[src/design/dq4sb_pkg.sv]
// ----------------------------------------------------------------------------
// dq4sb_pkg
// Shared types and constants for the 4-bit super-block dequantizer.
// ----------------------------------------------------------------------------
package dq4sb_pkg;

   localparam int unsigned SUBS       = 8;
   localparam int unsigned SUB_BYTES  = 16;
   localparam int unsigned BLOCK_BYTES = 128;
   localparam int unsigned BYTES_PER_ITEM = 4;
   localparam int unsigned LANES      = 8;
   localparam logic [31:0] CANON_NAN  = 32'h7FC0_0000;
   localparam logic [31:0] POS_INF    = 32'h7F80_0000;

   localparam logic OP_HEADER = 1'b0;
   localparam logic OP_DATA   = 1'b1;

   // decoded half: class flags, sign and exact value m * 2^(e-24), m < 2^11
   typedef struct packed {
      logic        nan;
      logic        inf;
      logic        sgn;
      logic [10:0] man;
      logic [4:0]  shf;
   } half_type;

   // per-lane exact term: value = mag * 2^(shf-24)
   typedef struct packed {
      logic        nan;
      logic        inf;
      logic        sgn;
      logic        zero;
      logic [20:0] mag;
      logic [4:0]  shf;
   } term_type;

   function automatic half_type half_decode(input logic [15:0] h);
      half_type r;
      r.sgn = h[15];
      r.nan = (h[14:10] == 5'h1F) && (h[9:0] != 10'd0);
      r.inf = (h[14:10] == 5'h1F) && (h[9:0] == 10'd0);
      if (h[14:10] == 5'd0) begin
         r.man = {1'b0, h[9:0]};
         r.shf = 5'd0;
      end else begin
         r.man = {1'b1, h[9:0]};
         r.shf = h[14:10] - 5'd1;
      end
      return r;
   endfunction

endpackage

[src/design/dq4sb_lane.sv]
// ----------------------------------------------------------------------------
// dq4sb_lane
// One weight: exact scale and min products, exact subtraction, one rounding.
// ----------------------------------------------------------------------------
module dq4sb_lane
   import dq4sb_pkg::*;
(
   input  logic        clock,
   input  logic        enable,
   input  half_type    d_h,
   input  half_type    m_h,
   input  logic [5:0]  sub_scale,
   input  logic [5:0]  sub_min,
   input  logic [3:0]  code,
   output logic [31:0] weight
);

   term_type a_ff, a_in, b_ff, b_in;
   logic [62:0] a_al, b_al, diff;
   logic        a_ge;
   logic        r_sgn;
   logic [5:0]  lz;
   logic [7:0]  expo;
   logic [62:0] norm;
   logic [23:0] mant;
   logic        g, st;
   logic [24:0] mr;
   logic [8:0]  e_fin;
   logic [31:0] res;

   always_comb begin
      a_in.nan  = d_h.nan || (d_h.inf && (sub_scale == 6'd0 || code == 4'd0));
      a_in.inf  = d_h.inf && !a_in.nan;
      a_in.sgn  = d_h.sgn;
      a_in.mag  = 21'(d_h.man) * 21'(sub_scale) * 21'(code);
      a_in.zero = (a_in.mag == 21'd0);
      a_in.shf  = d_h.shf;
      b_in.nan  = m_h.nan || (m_h.inf && sub_min == 6'd0);
      b_in.inf  = m_h.inf && !b_in.nan;
      b_in.sgn  = !m_h.sgn;
      b_in.mag  = 21'(m_h.man) * 21'(sub_min);
      b_in.zero = (b_in.mag == 21'd0);
      b_in.shf  = m_h.shf;
   end

   always_ff @(posedge clock) begin
      if (enable) begin
         a_ff <= a_in;
         b_ff <= b_in;
      end
   end

   always_comb begin
      a_al = 63'(a_ff.mag) << a_ff.shf;
      b_al = 63'(b_ff.mag) << b_ff.shf;
      a_ge = (a_al >= b_al);
      r_sgn = 1'b0;
      diff = '0;
      if (a_ff.sgn == b_ff.sgn) begin
         diff  = a_al + b_al;
         r_sgn = a_ff.sgn;
      end else if (a_ge) begin
         diff  = a_al - b_al;
         r_sgn = a_ff.sgn;
      end else begin
         diff  = b_al - a_al;
         r_sgn = b_ff.sgn;
      end
      if (diff == 63'd0) begin
         r_sgn = (a_ff.zero || a_ff.sgn) && (b_ff.zero || b_ff.sgn)
                 && (a_ff.sgn && b_ff.sgn);
      end
      lz = 6'd0;
      for (int i = 0; i < 63; i++) begin
         if (diff[i]) lz = 6'(i);
      end
      // value = diff * 2^-24, leading bit at lz; exponent lz-24, subnormal fp32 impossible
      expo = 8'(lz) + 8'd103;
      norm = diff << (6'd62 - lz);
      mant = norm[62:39];
      g    = norm[38];
      st   = |norm[37:0];
      mr   = {1'b0, mant} + 25'((g && (st || mant[0])) ? 1 : 0);
      e_fin = {1'b0, expo} + 9'(mr[24]);
      if (a_ff.nan || b_ff.nan || (a_ff.inf && b_ff.inf && a_ff.sgn != b_ff.sgn))
         res = CANON_NAN;
      else if (a_ff.inf)
         res = POS_INF | {a_ff.sgn, 31'd0};
      else if (b_ff.inf)
         res = POS_INF | {b_ff.sgn, 31'd0};
      else if (diff == 63'd0)
         res = {r_sgn, 31'd0};
      else if (mr[24])
         res = {r_sgn, e_fin[7:0], 23'd0};
      else
         res = {r_sgn, expo, mr[22:0]};
   end

   assign weight = res;

endmodule

[config.mk]
export PLATFORM = sky130hd
export DESIGN_NAME = dq4sb_lane
export DESIGN_NICKNAME = d
export VERILOG_FILES = /design/src/design/dq4sb_pkg.sv /design/src/design/dq4sb_lane.sv
export SDC_FILE = /design/constraint.sdc
export NUM_CORES = 1
export LEC_CHECK = 0
export ABC_AREA = 1
export BUFFER_PORTS_ARGS = -buffer_cell sky130_fd_sc_hd__buf_2
export CAP_MARGIN = 10
export CELL_PAD_IN_SITES_DETAIL_PLACEMENT = 0
export CELL_PAD_IN_SITES_GLOBAL_PLACEMENT = 1
export CORE_MARGIN = 2
export CORE_UTILIZATION = 25
export CTS_CLUSTER_SIZE = 30
export DETAILED_ROUTE_END_ITERATION = 6
export PLACE_DENSITY = 0.63
export SYNTH_ARGS = -nofsm -noshare
export SYNTH_HDL_FRONTEND = slang
export SYNTH_SLANG_ARGS = --single-unit
[constraint.sdc]
create_clock -name clock -period 14.1 [get_ports clock]
set_input_delay 1.41 -clock clock [delete_from_list [all_inputs] [get_ports clock]]
set_output_delay 1.41 -clock clock [all_outputs]
set_load 0.01 [all_outputs]
After elaboration in Yosys (flattened, before gate mapping)
Index checks and enable logic that the tools add are counted.
W data, S select, Z words.
{ "word_totals": {"in_bits": 56, "ff_bits": 56} }
{ "classes": {"n_reduce_logical": 28, "addsub": 7, "n_shift": 3, "eq_ne": 2, "mux": 73, "multipliers": 3, "order_cmp": 1} }
{ "op_table": {"columns": ["op", "count"], "rows": [
  ["$mux W6", 61],
  ["$mux W63", 2],
  ["$sub A63 B63 Y63", 2],
  ["$mux W32", 3],
  ["$add A63 B63 Y63", 1],
  ["$ge A63 B63 Y1", 1],
  ["$logic_not A63 Y1", 1],
  ["$shl A17 B5 Y63", 1],
  ["$shl A21 B5 Y63", 1],
  ["$shl A63 B6 Y63", 1],
  ["$mux W31", 2],
  ["$reduce_or A38 Y1", 1],
  ["$mul A11 B6 Y17", 2],
  ["$add A24 B1 Y25", 1],
  ["$logic_not A21 Y1", 1],
  ["$mul A17 B4 Y21", 1],
  ["$logic_not A17 Y1", 1],
  ["$logic_not A6 Y1", 2],
  ["$logic_and A1 B1 Y1", 10],
  ["$add A6 B7 Y8 const B", 1],
  ["$add A8 B1 Y8", 1],
  ["$logic_or A1 B1 Y1", 8],
  ["$sub A6 B6 Y6 const A", 1],
  ["$mux W1", 5],
  ["other kinds (4)", 6]
]} }

Logic depth before layout (Yosys ltp)
{ "depth": {"word_depth": 79, "depth_mapped": 110, "ltp_nobuf": 105} }

Worst setup path after synthesis
Ideal clock, no wire load.
{ "synth_path": {"path_type": "reg2out", "start": "register a_ff[1] in the netlist's numbering", "end": "output weight[29]", "t_required_ns": 12.690, "t_arrival_ns": 8.936, "stages_incl_launch_ff": 100, "n_path_buf": 7, "setup_slack_ns": 3.754, "path_cell_list": "edfxtp_1 -> buf_4 -> inv_1 -> clkbuf_1 -> clkbuf_1 -> nand3_1 -> a31oi_1 -> nand2_1 -> o21ai_0 -> inv_1 -> o21ai_0 -> inv_1 -> ha_1 -> buf_2 -> nand2_1 -> nor2_1 -> nand2_1 -> nor2_2 -> (+64 left out) -> nor2_1 -> nand2_1 -> nand2_1 -> nand2_1 -> inv_1 -> ha_1 -> inv_1 -> nor2_2 -> nand2_2 -> nor2_4 -> nand3_4 -> inv_2 -> ha_1 -> ha_1 -> inv_1 -> or4_1 -> o21ai_1 -> nand2_1"} }
{ "synth_via": {"elab_chain_cells": 79} }
{ "synth_rtl": {"columns": ["item", "line_no", "rtl"], "rows": [
  ["start: declaration", "dq4sb_lane.sv:18", "term_type a_ff, a_in, b_ff, b_in;"],
  ["start signal: assignment", "dq4sb_lane.sv:48", "a_ff <= a_in;"],
  ["$shl A21 B5 Y63 *", "dq4sb_lane.sv:54", "a_al = 63'(a_ff.mag) << a_ff.shf;"],
  ["$sub A63 B63 Y63, or another cell as far along", "dq4sb_lane.sv:66", "diff = b_al - a_al;"],
  ["$mux W63", "dq4sb_lane.sv:62", "end else if (a_ge) begin"],
  ["$mux W63 *", "dq4sb_lane.sv:59", "if (a_ff.sgn == b_ff.sgn) begin"],
  ["$mux W1", "dq4sb_lane.sv:75", "if (diff[i]) lz = 6'(i);"],
  ["$mux W6 (61 in series)", "dq4sb_lane.sv:75", null],
  ["$sub A6 B6 Y6", "dq4sb_lane.sv:79", "norm = diff << (6'd62 - lz);"],
  ["$shl A63 B6 Y63", "dq4sb_lane.sv:79", null],
  ["(+3 left out)", null, null],
  ["$mux W1", "dq4sb_lane.sv:83", "mr = {1'b0, mant} + 25'((g && (st || mant[0])) ? 1 : 0);"],
  ["$add A24 B1 Y25", "dq4sb_lane.sv:83", null],
  ["$add A8 B1 Y8", "dq4sb_lane.sv:84", "e_fin = {1'b0, expo} + 9'(mr[24]);"],
  ["$mux W31", "dq4sb_lane.sv:93", "else if (mr[24])"],
  ["$mux W31 *", "dq4sb_lane.sv:91", "else if (diff == 63'd0)"],
  ["$mux W32 *", "dq4sb_lane.sv:89", "else if (b_ff.inf)"],
  ["$mux W32 *", "dq4sb_lane.sv:87", "else if (a_ff.inf)"],
  ["$mux W32 *", "dq4sb_lane.sv:85", "if (a_ff.nan || b_ff.nan || (a_ff.inf && b_ff.inf && a_ff.sgn != b_ff.sgn))"],
  ["end: declaration", "dq4sb_lane.sv:15", "output logic [31:0] weight"]
]} }
Every way passes the cells marked *; elsewhere a longest branch is shown, timed or not.

Worst setup path in the final report
{ "layout_path": {"start": "register b_ff[0] in the netlist's numbering", "end": "output weight[29]"} }
{ "layout_via": {"elab_chain_cells": 79} }
{ "layout_rtl": {"columns": ["item", "line_no", "rtl"], "rows": [
  ["start: declaration", "dq4sb_lane.sv:18", null],
  ["start signal: assignment", "dq4sb_lane.sv:49", "b_ff <= b_in;"],
  ["$shl A17 B5 Y63 *", "dq4sb_lane.sv:55", "b_al = 63'(b_ff.mag) << b_ff.shf;"],
  ["$sub A63 B63 Y63, or another cell as far along", "dq4sb_lane.sv:66", null],
  ["$mux W63", "dq4sb_lane.sv:62", null],
  ["$mux W63 *", "dq4sb_lane.sv:59", null],
  ["$mux W1", "dq4sb_lane.sv:75", null],
  ["$mux W6 (61 in series)", "dq4sb_lane.sv:75", null],
  ["$sub A6 B6 Y6", "dq4sb_lane.sv:79", null],
  ["$shl A63 B6 Y63", "dq4sb_lane.sv:79", null],
  ["(+3 left out)", null, null],
  ["$mux W1", "dq4sb_lane.sv:83", null],
  ["$add A24 B1 Y25", "dq4sb_lane.sv:83", null],
  ["$add A8 B1 Y8", "dq4sb_lane.sv:84", null],
  ["$mux W31", "dq4sb_lane.sv:93", null],
  ["$mux W31 *", "dq4sb_lane.sv:91", null],
  ["$mux W32 *", "dq4sb_lane.sv:89", null],
  ["$mux W32 *", "dq4sb_lane.sv:87", null],
  ["$mux W32 *", "dq4sb_lane.sv:85", null]
]} }
Marks and branches as above.

==> results.ini <==
[synth]
ys_types = 68
synth-seq-area-share_pct = 6.59
syn_area_um2 = 24600
yosysWarningCount = 0
syn_area_per_cell_um2 = 5.63
syn_nets = 4761
synth_edf_count = 54
ys.flop_type = edfxtp_1
async_reset_ff_share_pct = 0
synth_seq_cells = 54
netlist_instances = 4375

[floorplanning]
placementRows = 115
die_h_um = 318
die_x_um = 318
coreArea_um2 = 98000
dieArea_um2 = 101000
initial_core_util_pct = 25.1
pin_count = 88

[critical_path]
critPathRequiredTime_ns = 12.69
cp.arrival_ns = 11.44
crit_fanout = 44
path_delay_family = simple AND/OR/NAND/NOR gates
max_stage_delay_ns = 0.51
path_buf_inv = 17
cp_slowest_cell = or4_1
worstSetupPathType = register to output port
cpMostUsedCell = nand2_1
start_kind = register
end_kind = output port

[global_route]
grt_pass1_vias = 26700
grt_pass1_wl_um = 155000
antenna_found_initial = 0
grt_use_total_pct = 19.3
grt_max_degree = 70
overflow = 0

[timing]
slew_violations = 0
tightest_slew_ns = 1.13
relSlewSlack_pct = 22.8
tns_ns = 0
setup_viol = 0
layout_min_cycle_time_ns = 12.85
whs_ns = 1.26
fmax_mhz = 77.8
hold_viol = 0
rsz0062_at_grt = false
fin_crit_sh_pct = 91.1

[detailed_routing]
drc_errors = 0
via_per_inst = 4.91
dr.pass1.iters = 6
ant_nets = 0
first_iter_violations = 2251
drt-total-wl_um = 101000
vias = 27600
routedWlPerCell_um = 17.9

[place]
gp_congestion = 0.960
dp_hpwl_um = 85900
dp_cells = 5619
portBuffers = 87
placed_cell_area_um2 = 26300

[worst_hold_path]
min_to = b_ff[3]
hp-class = primary input to register
min_path_cells = 1
min_from = m_h[3]

[outcome]
status = finished clean

[run]
max_cap_violations = 0

[clocking]
cts_hold_buf = 0
cts.sinks = 54
cts_made_buffers = 5
clkTransAtPathRegs_ns = 0.08
htreeDepth = 2
cts_tree = built
clockRootBuffer = clkbuf_16
clk_path_buf_depth = 2

[finish]
drive_gt1_share_pct = 5.80
num-nets-final = 4730
area_delta_synth_final_pct = 7.96
fillers = 11400
final_cells = 5632
stdcell_area_um2 = 26600
antenna_cells = 0

[registers in the layout (all words and copies together) (netlist names)]
name  cells
a_ff     29
b_ff     25
[per-stage QoR]
stage,utilization (%),setup slack [ns]
after global placement,26.8,1.09
after floorplan,-,3.75
final,27.1,1.25
after CTS,27.0,0.779
after global routing,27.1,0.0305
after detailed placement,26.8,1.15
[cell usage after synthesis (8+ instances only)]
| library cell | count | area [um2] |
|---|---|---|
| a21boi_1 | 8 | 60.1 |
| a21oi_1 | 265 | 1330 |
| a31oi_1 | 21 | 131 |
| buf_1 | 22 | 82.6 |
| buf_2 | 70 | 350 |
| buf_4 | 25 | 188 |
| buf_6 | 11 | 124 |
| clkbuf_1 | 65 | 244 |
| edfxtp_1 | 54 | 1620 |
| fa_1 | 107 | 2140 |
| ha_1 | 223 | 2790 |
| inv_1 | 656 | 2460 |
| inv_2 | 10 | 37.5 |
| mux2i_1 | 17 | 170 |
| nand2_1 | 1357 | 5090 |
| nand2_2 | 15 | 93.8 |
| nand3_1 | 406 | 2030 |
| nand4_1 | 22 | 138 |
| nor2_1 | 407 | 1530 |
| nor2_2 | 8 | 50.1 |
| nor3_1 | 43 | 215 |
| o211ai_1 | 18 | 135 |
| o21ai_0 | 260 | 1300 |
| o21ai_1 | 27 | 135 |
| o21bai_1 | 17 | 128 |
| o22ai_1 | 22 | 138 |
| o31ai_1 | 11 | 82.6 |
| xnor2_1 | 10 | 87.6 |
| xor2_1 | 93 | 815 |
[worst max path at each step]
stage / from / end / cells after the start
2_1_floorplan: a_ff[1] / weight[29] / 99
3_3_place_gp: a_ff[0] / weight[29] / 95
3_5_place_dp: a_ff[0] / weight[29] / 95
4_1_cts: a_ff[0] / weight[29] / 95
5_1_grt: a_ff[0] / weight[29] / 97
6_report: b_ff[0] / weight[29] / 70
[metal layers]
layer  vias to the layer above  GRT usage (%)  share of wire [%]
li1                      13800              -                  -
met1                     12900           25.5                 45
met4                         0           4.76                2.7
met5                         -              0                  0
met3                       125          0.936                4.0
met2                       758           34.1                 48
[cells in the final DEF, fill, tap and decap left out, types with 6 or more instances in the layout]
| cell | n |
|---|---|
| buf_4 | 62 |
| ha_1 | 215 |
| edfxtp_1 | 54 |
| o21ai_0 | 252 |
| xnor2_1 | 10 |
| inv_2 | 10 |
| buf_12 | 8 |
| nand2_1 | 1354 |
| nand2_4 | 6 |
| o211ai_1 | 18 |
| nor3_1 | 43 |
| nor2_2 | 11 |
| nand4_1 | 22 |
| or2_2 | 7 |
| xor2_1 | 90 |
| a31oi_1 | 20 |
| fa_1 | 107 |
| o21bai_1 | 17 |
| a21oi_1 | 265 |
| mux2i_1 | 17 |
| a211oi_1 | 7 |
| o21ai_1 | 34 |
| nand3_1 | 406 |
| o31ai_1 | 11 |
| inv_1 | 655 |
| buf_2 | 87 |
| o22ai_1 | 22 |
| a21boi_1 | 8 |
| o21a_1 | 6 |
| nand2_2 | 15 |
| ha_2 | 7 |
| nor2_1 | 404 |
[what timing repair did]
item,4_1_cts,5_1_grt
buffers inserted,0,5
gates resized for setup,0,31
setup endpoints to repair,0,8
[area by class of cell]
cell class / count / area (um2) / area share, %
clock inverters: 3 / 48.8 / 0.184
inverters: 672 / 2540 / 9.55
flip-flops and latches: 54 / 1620 / 6.10
clock buffers: 5 / 125 / 0.471
multi-input cells: 3453 / 19500 / 73.5
well taps: 1287 / 1610 / 6.06
repair buffers: 158 / 1090 / 4.10
[cells by family (layout without fill, tap and decap cells)]
group	after synthesis	in the layout	synth area share [%]
compound gates	713	713	16.2
fa+ha+maj	330	330	20.0
xor+xnor	105	105	3.80
simple gates	2288	2288	38.3
flops	54	54	6.59
mux	17	17	0.691
buf+inv	868	838	14.4
Power is left out: the tool's default activity adds up to more than one toggle a clock period on the data nets, which glitch-free logic cannot reach.
